## config.mk

```make
export PLATFORM = sky130hd
export DESIGN_NAME = lyndon_factorization_unit
export DESIGN_NICKNAME = d
export VERILOG_FILES = /design/src/hdl/lyndon_pkg.sv /design/src/hdl/lyndon_store.sv /design/src/hdl/lyndon_factorization_unit.sv
export SDC_FILE = /design/constraint.sdc
export NUM_CORES = 1
export LEC_CHECK = 0
export BUFFER_PORTS_ARGS = -buffer_cell sky130_fd_sc_hd__buf_2
export CORE_MARGIN = 4
export CORE_UTILIZATION = 57
export CTS_CLUSTER_SIZE = 25
export DETAILED_ROUTE_END_ITERATION = 12
export PLACE_DENSITY_LB_ADDON = 0.1
export REMOVE_ABC_BUFFERS = 1
export SLEW_MARGIN = 20
export SYNTH_ARGS = -nofsm -noshare
export SYNTH_HDL_FRONTEND = slang
export SYNTH_SLANG_ARGS = --single-unit
```

## constraint.sdc

```tcl
create_clock -name clk -period 2.85 [get_ports clk]
set_input_delay 0 -clock clk [delete_from_list [all_inputs] [get_ports clk]]
set_output_delay 0 -clock clk [all_outputs]
set_load 0.02 [all_outputs]
```

## src/hdl/lyndon_pkg.sv

```systemverilog
// shared types and constants for the lyndon factorization unit
// no dependencies

package lyndon_pkg;

    localparam int MAX_LEN_DEF     = 64;
    localparam int CHAR_W          = 8;
    localparam int FACTOR_START_W  = 6;
    localparam int FACTOR_LENGTH_W = 7;

    typedef struct packed {
        logic [CHAR_W-1:0] char_byte;
        logic              end_of_string;
    } char_word_t;

    typedef struct packed {
        logic [FACTOR_START_W-1:0]  factor_start;
        logic [FACTOR_LENGTH_W-1:0] factor_length;
        logic                       last_factor;
        logic                       truncated;
    } factor_word_t;

    typedef enum logic [4:0] {
        S_LOAD  = 5'b00001,
        S_OUTER = 5'b00010,
        S_CHECK = 5'b00100,
        S_CMP   = 5'b01000,
        S_EMIT  = 5'b10000
    } state_t;

endpackage

```

## src/hdl/lyndon_store.sv

```systemverilog
// character store: one write port, two registered read ports
// depends on lyndon_pkg

module lyndon_store
    import lyndon_pkg::*;
#(
    parameter int MAX_LEN = MAX_LEN_DEF,
    parameter int AW      = $clog2(MAX_LEN)
) (
    input  logic              clk,
    input  logic              wr_en,
    input  logic [AW-1:0]     wr_addr,
    input  logic [CHAR_W-1:0] wr_data,
    input  logic              rd_en,
    input  logic [AW-1:0]     rd_a_addr,
    input  logic [AW-1:0]     rd_b_addr,
    output logic [CHAR_W-1:0] rd_a_data,
    output logic [CHAR_W-1:0] rd_b_data
);

    logic [CHAR_W-1:0] mem [MAX_LEN];

    always_ff @(posedge clk)
    begin
        if (wr_en)
        begin
            mem[wr_addr] <= wr_data;
        end
    end

    always_ff @(posedge clk)
    begin
        if (rd_en)
        begin
            rd_a_data <= mem[rd_a_addr];
            rd_b_data <= mem[rd_b_addr];
        end
    end

endmodule

```

## src/hdl/lyndon_factorization_unit.sv

```systemverilog
// top level: Duval sequencer around the character store
// depends on lyndon_pkg and lyndon_store
//
//   channel   direction  handshake             word
//   char      in         char_valid/stall      char_word_t
//   factor    out        factor_valid/stall    factor_word_t
//
// one byte is taken per cycle while loading; a final byte starts the scan and the block
// takes no byte until the scan ends: after the last factor enters the output register, S_OUTER
// finds no byte left and returns to S_LOAD; each comparison is a read issue (S_CHECK) and a
// compare (S_CMP) through the store read ports, and each factor is emitted from S_EMIT, which
// waits out any output stall
// reset clears the count and control; store contents need no clearing

module lyndon_factorization_unit
    import lyndon_pkg::*;
#(
    parameter int MAX_LEN = MAX_LEN_DEF
) (
    input  logic         clk,
    input  logic         rst_n,
    input  logic         char_valid,
    output logic         char_stall,
    input  char_word_t   char_word,
    output logic         factor_valid,
    input  logic         factor_stall,
    output factor_word_t factor_word
);

    localparam int AW = $clog2(MAX_LEN);
    localparam int CW = $clog2(MAX_LEN + 1);
    localparam int SW = CW + 1;

    state_t         state_reg, state_next;
    logic [CW-1:0]  count_reg, count_next;
    logic           ovf_reg, ovf_next;
    logic [CW-1:0]  n_reg, n_next;
    logic           trunc_reg, trunc_next;
    logic [CW-1:0]  i_reg, i_next;
    logic [CW-1:0]  j_reg, j_next;
    logic [CW-1:0]  k_reg, k_next;
    logic [CW-1:0]  len_reg, len_next;
    logic           out_valid_reg, out_valid_next;
    factor_word_t   out_word_reg, out_word_next;

    logic              char_accept;
    logic              store_full;
    logic              wr_en;
    logic              rd_en;
    logic [CHAR_W-1:0] rd_a_data;
    logic [CHAR_W-1:0] rd_b_data;
    logic              out_free;
    logic              out_load;
    logic [SW-1:0]     i_plus_len;

    assign char_stall   = (state_reg != S_LOAD);
    assign char_accept  = char_valid && !char_stall;
    assign store_full   = (count_reg == CW'(MAX_LEN));
    assign wr_en        = char_accept && !store_full;
    assign rd_en        = (state_reg == S_CHECK);
    assign out_free     = !out_valid_reg || !factor_stall;
    assign out_load     = (state_reg == S_EMIT) && out_free;
    assign i_plus_len   = SW'(i_reg) + SW'(len_reg);
    assign factor_valid = out_valid_reg;
    assign factor_word  = out_word_reg;

    lyndon_store #(
        .MAX_LEN (MAX_LEN),
        .AW      (AW)
    ) u_store (
        .clk       (clk),
        .wr_en     (wr_en),
        .wr_addr   (count_reg[AW-1:0]),
        .wr_data   (char_word.char_byte),
        .rd_en     (rd_en),
        .rd_a_addr (k_reg[AW-1:0]),
        .rd_b_addr (j_reg[AW-1:0]),
        .rd_a_data (rd_a_data),
        .rd_b_data (rd_b_data)
    );

    always_comb
    begin
        state_next     = state_reg;
        count_next     = count_reg;
        ovf_next       = ovf_reg;
        n_next         = n_reg;
        trunc_next     = trunc_reg;
        i_next         = i_reg;
        j_next         = j_reg;
        k_next         = k_reg;
        len_next       = len_reg;
        out_word_next  = out_word_reg;
        out_valid_next = out_valid_reg;

        if (out_load)
        begin
            out_valid_next = 1'b1;
        end
        else if (!factor_stall)
        begin
            out_valid_next = 1'b0;
        end

        unique case (state_reg)
            S_LOAD:
            begin
                if (char_accept)
                begin
                    if (store_full)
                    begin
                        ovf_next = 1'b1;
                    end
                    else
                    begin
                        count_next = count_reg + 1'b1;
                    end
                    if (char_word.end_of_string)
                    begin
                        n_next     = store_full ? count_reg : count_reg + 1'b1;
                        trunc_next = store_full | ovf_reg;
                        count_next = '0;
                        ovf_next   = 1'b0;
                        i_next     = '0;
                        state_next = S_OUTER;
                    end
                end
            end
            S_OUTER:
            begin
                if (i_reg < n_reg)
                begin
                    j_next     = i_reg + 1'b1;
                    k_next     = i_reg;
                    state_next = S_CHECK;
                end
                else
                begin
                    state_next = S_LOAD;
                end
            end
            S_CHECK:
            begin
                if (j_reg < n_reg)
                begin
                    state_next = S_CMP;
                end
                else
                begin
                    len_next   = j_reg - k_reg;
                    state_next = S_EMIT;
                end
            end
            S_CMP:
            begin
                if (rd_a_data <= rd_b_data)
                begin
                    k_next     = (rd_a_data < rd_b_data) ? i_reg : k_reg + 1'b1;
                    j_next     = j_reg + 1'b1;
                    state_next = S_CHECK;
                end
                else
                begin
                    len_next   = j_reg - k_reg;
                    state_next = S_EMIT;
                end
            end
            S_EMIT:
            begin
                if (out_free)
                begin
                    out_word_next.factor_start  = FACTOR_START_W'(i_reg);
                    out_word_next.factor_length = FACTOR_LENGTH_W'(len_reg);
                    out_word_next.last_factor   = (i_plus_len >= SW'(n_reg));
                    out_word_next.truncated     = trunc_reg;
                    i_next                      = CW'(i_plus_len);
                    if (i_plus_len > SW'(k_reg))
                    begin
                        state_next = S_OUTER;
                    end
                end
            end
            default:
            begin
                state_next = S_LOAD;
            end
        endcase
    end

    always_ff @(posedge clk or negedge rst_n)
    begin
        if (!rst_n)
        begin
            state_reg     <= S_LOAD;
            count_reg     <= '0;
            ovf_reg       <= 1'b0;
            out_valid_reg <= 1'b0;
        end
        else
        begin
            state_reg     <= state_next;
            count_reg     <= count_next;
            ovf_reg       <= ovf_next;
            out_valid_reg <= out_valid_next;
        end
    end

    always_ff @(posedge clk)
    begin
        n_reg        <= n_next;
        trunc_reg    <= trunc_next;
        i_reg        <= i_next;
        j_reg        <= j_next;
        k_reg        <= k_next;
        len_reg      <= len_next;
        out_word_reg <= out_word_next;
    end

    a_cmp_after_read: assert property (@(posedge clk) disable iff (!rst_n)
        state_reg == S_CMP |-> $past(state_reg) == S_CHECK)
        else $error("compare without a read issued the cycle before");

    a_k_before_j: assert property (@(posedge clk) disable iff (!rst_n)
        (state_reg == S_CHECK || state_reg == S_CMP) |-> k_reg < j_reg)
        else $error("scan index order broken");

    a_len_nonzero: assert property (@(posedge clk) disable iff (!rst_n)
        state_reg == S_EMIT |-> (len_reg != '0 && len_reg <= n_reg))
        else $error("bad factor length");

    a_count_range: assert property (@(posedge clk) disable iff (!rst_n)
        count_reg <= CW'(MAX_LEN))
        else $error("character count past capacity");

    a_no_load_while_scan: assert property (@(posedge clk) disable iff (!rst_n)
        wr_en |-> state_reg == S_LOAD)
        else $error("store written during scan");

endmodule

```

==> summary.md <==
| Metric | Value |
|---|---|
| Fillers | 3,351 |
| Hold Path Sink | u_store.mem[9][7] |
| Comb pwr share | 0.052 |
| FF-to-FF path depth | 13 |
| Clk pin slew, worst setup/hold paths | 0.06 ns |
| Maximum clock skew at final layout | 0.0206 ns |
| Vias/cell | 6.62 |
| Sequential share of power | 0.531 |
| Status | complete, but fails checks |
| Gate Count Post-Synth | 1,539 |
| Largest net degree at the start of global routing | 65 |
| DR WL/cell | 30.0 um |
| GP Congestion | 0.894 |
| GR peak layer | met1 |
| Routing usage on met3 | 0.0518 |
| Clk pwr share | 0.417 |
| Crit path cell chain | ha_2 > fa_2 > a21o_1 > a21oi_2 > o21bai_1 > a21oi_1 > xnor2_1 > ha_2 > o21a_1 > o22ai_1 > a21oi_1 > or3_1 > and2_1 |
| CP Capture Type | register |
| IO Pins | 30 |
| Initial DRC count | 1,849 |
| Hold Crit Class | input port to register |
| EDFF count, synth | 579 |
| # clock sinks | 593 |
| RSZ-0062 raised after global routing | true |
| DR vias | 16,200 |
| Die width | 231 um |
| Seq/Total Area, Yosys | 0.626 |
| Post-synth top area share | 0.613 |
| Syn Std Cell Area | 0.0283 sq mm |
| Slew Viols, Final | 0 |
| Die area | 0.0534 sq mm |
| Met2 Use GR | 0.428 |
| Synth Flop Type | edfxtp_1 |
| TritonCTS clock tree | yes |
| First-pass GRT wire length | 109,000 um |
| Core footprint | 0.0491 sq mm |
| Antenna Nets Post-Route | 0 |
| P_sw | 0.00384 W |
| Critical path buffer and inverter count | 0 |
| Port Buffers | 29 |
| Failing checks | negative setup slack |
| Post-route core utilization | 0.667 |
| GR Util met1 | 0.429 |
| Critical path's slowest cell | edfxtp_1 |
| Clock Latency Late Sink | 0.62 ns |
| Starting Density | 0.578 |
| Post-Route WL | 73,500 um |
| Total track usage | 0.281 |
| Clock Tree Root | clkbuf_16 |
| Largest Register | u_store.mem |
| Largest register FFs | 512 |
| Final hold vios | 0 |
| Top post-synthesis cells by area | edfxtp_1 61%, mux4_2 23%, ha_1 2.3% |
| Static leakage | 11.2 nW |
| Top-count cell post-synth | edfxtp_1 |
| Final period utilization | 1.04 |
| Cell Pwr Density | 560 mW/mm^2 |
| DP HPWL | 49,300 um |
| Async SR Flop Fraction | 0.0236 |
| Die span in y | 231 um |
| Hold path depth | 1 |
| Crit Path Max Fanout | 2 |
| Beginning of the worst hold path | char_word[8] |
| Layout Nets | 1,809 |
| Yosys warns | 0 |
| Post-Layout Cell Count | 2,453 |
| DRC | 0 |
| FF-to-FF Start | len_reg[0] |
| Max clock buf depth | 3 |
| Row count | 81 |
| Critical path launch point type | register |
| Slew of the pin with the lowest slew margin | 0.820 ns |
| CP startpoint | len_reg[0] |
| PnR worst setup slack | -0.109 ns |
| Finished Cell Area | 0.0327 sq mm |
| Synth area leader | edfxtp_1 |
| Vias in the first global route | 16,400 |
| Placed Instances | 2,329 |
| CP peak stage delay | 0.40 ns |
| Max Clock Freq | 0.338 GHz |
| Diodes inserted | 0 |
| Commonest cells post-synth | 579 x edfxtp_1, 289 x mux4_2, 112 x nor2_1 |
| Crit path max-delay family | adder cells |
| Num CTS Buffers | 59 |
| Tmin final | 2.96 ns |
| Placed instance area | 0.0306 sq mm |
| P&R area growth vs syn | 15.4% |
| Sequential cell area | 0.0177 sq mm |
| Switch share | 0.210 |
| Seq cells post-synth | 593 |
| CTS HTree Levels | 2 |
| Proportion of layout cells with a drive suffix above 1 | 0.342 |
| Initial antenna violation count | 0 |
| R2R setup slack | -0.11 ns |
| Post-Syn Area per Cell | 18.4 sq um |
| Internal | 0.0145 W |
| Multi-input gate area | 0.00998 sq mm |
| # setup viols final | 1 |
| WP data arrival | 3.45 ns |
| VDD IR-drop max | 0.495 mV |
| Endpoint of the lowest-slack register-to-register path | state_reg[1] |
| Slew headroom | 0.453 |
| Critical Path RT | 3.34 ns |
| Unique masters post-synth | 58 |
| Setup CP Type | register to register |
| Total gr overflow | 0 |
| Drt first pass iters | 5 |
| Maxcap violations | 0 |
## power by group through the flow
| stage | combinational (W) | sequential [W] | clock, W |
|---|---|---|---|
| final | 0.000955 | 0.00972 | 0.00762 |
| after global routing | 0.00103 | 0.00973 | 0.00811 |
| after CTS | 0.000937 | 0.00972 | 0.00774 |
| after detailed placement | 0.000919 | 0.00991 | 0 |
| after global placement | 0.000900 | 0.00990 | 0 |
| after floorplan | 0.000457 | 0.00993 | 0 |
## timing repair
item	in CTS	in global routing
setup buffers	3	0
endpoints found under the hold margin	91	239
endpoints found under the setup margin	2	36
pin swaps	6	5
gates resized for setup	7	1
hold buffers	8	6
## through the flow
step           hold slack [ns]  setup TNS (ns)  power (W)  setup WS, ns
3_3_place_gp           -0.0805          -0.324     0.0108        -0.211
3_5_place_dp           -0.0708          -0.408     0.0108        -0.255
4_1_cts                 0.0308         -0.0795     0.0184       -0.0795
6_report                0.0453          -0.109     0.0183        -0.109
2_1_floorplan           -0.296         -175.95     0.0104         -4.17
5_1_grt                 0.0585          -0.363     0.0189        -0.233
## layout make-up
type	instances	area share
clock buffers	74	0.0482
clock inverters	33	0.00930
inverters	48	0.00551
multi-input cells	802	0.305
flip-flops and latches	593	0.542
well taps	664	0.0254
repair buffers	239	0.0638
## worst max path at each step
stage,endpoint,slack [ns],depth (start not counted)
floorplan,u_store.rd_a_data[2],-4.17,4
global placement,state_reg[1],-0.21,11
detailed placement,state_reg[1],-0.26,12
CTS,state_reg[1],-0.08,13
global route,state_reg[1],-0.23,13
finish,state_reg[1],-0.11,13
## logic make-up (layout without fill, tap and decap cells)
group / Yosys count / count (layout) / share of synthesized area
AO/OA/AOI/OAI: 159 / 159 / 0.0372
XOR/XNOR: 28 / 28 / 0.00865
adder cells (fa/ha/maj): 53 / 53 / 0.0239
buffers and inverters: 144 / 394 / 0.0230
flip-flops: 593 / 593 / 0.626
multiplexers: 331 / 331 / 0.245
AND/OR/NAND/NOR: 231 / 231 / 0.0368
## routing by layer
metal  wire [um]  share of wire  up-vias
met5           0              0        -
li1            -              -     6838
met2       34400           0.47      779
met3        6690          0.091      106
met4        1880          0.026        0
met1       30500           0.42     8504
## cells in the final DEF, fill, tap and decap left out, drive strengths merged, types with 4 or more instances in the layout
| cell | synthesis | routed |
|---|---|---|
| edfxtp | 579 | 579 |
| o21a | 6 | 6 |
| inv | 47 | 47 |
| nor2b | 11 | 11 |
| or3 | 4 | 4 |
| clkbuf | 45 | 74 |
| and3 | 4 | 4 |
| nor3 | 5 | 5 |
| a21o | 9 | 9 |
| dlygate4sd3 | 0 | 14 |
| nand2b | 9 | 9 |
| ha | 51 | 51 |
| clkinv | 1 | 25 |
| nor2 | 112 | 112 |
| buf | 51 | 225 |
| a221o | 8 | 8 |
| mux4 | 289 | 289 |
| a22oi | 21 | 21 |
| nand3 | 22 | 22 |
| mux2 | 5 | 5 |
| a21oi | 41 | 41 |
| o22ai | 6 | 6 |
| xor2 | 8 | 8 |
| nand2 | 46 | 46 |
| bufinv | 0 | 6 |
| mux2i | 37 | 37 |
| o211ai | 5 | 5 |
| o221ai | 8 | 8 |
| xnor2 | 20 | 20 |
| dfrtp | 13 | 13 |
| o21ai | 30 | 30 |
| nand3b | 4 | 4 |
Note: power is estimated with default switching activity, not from simulation.
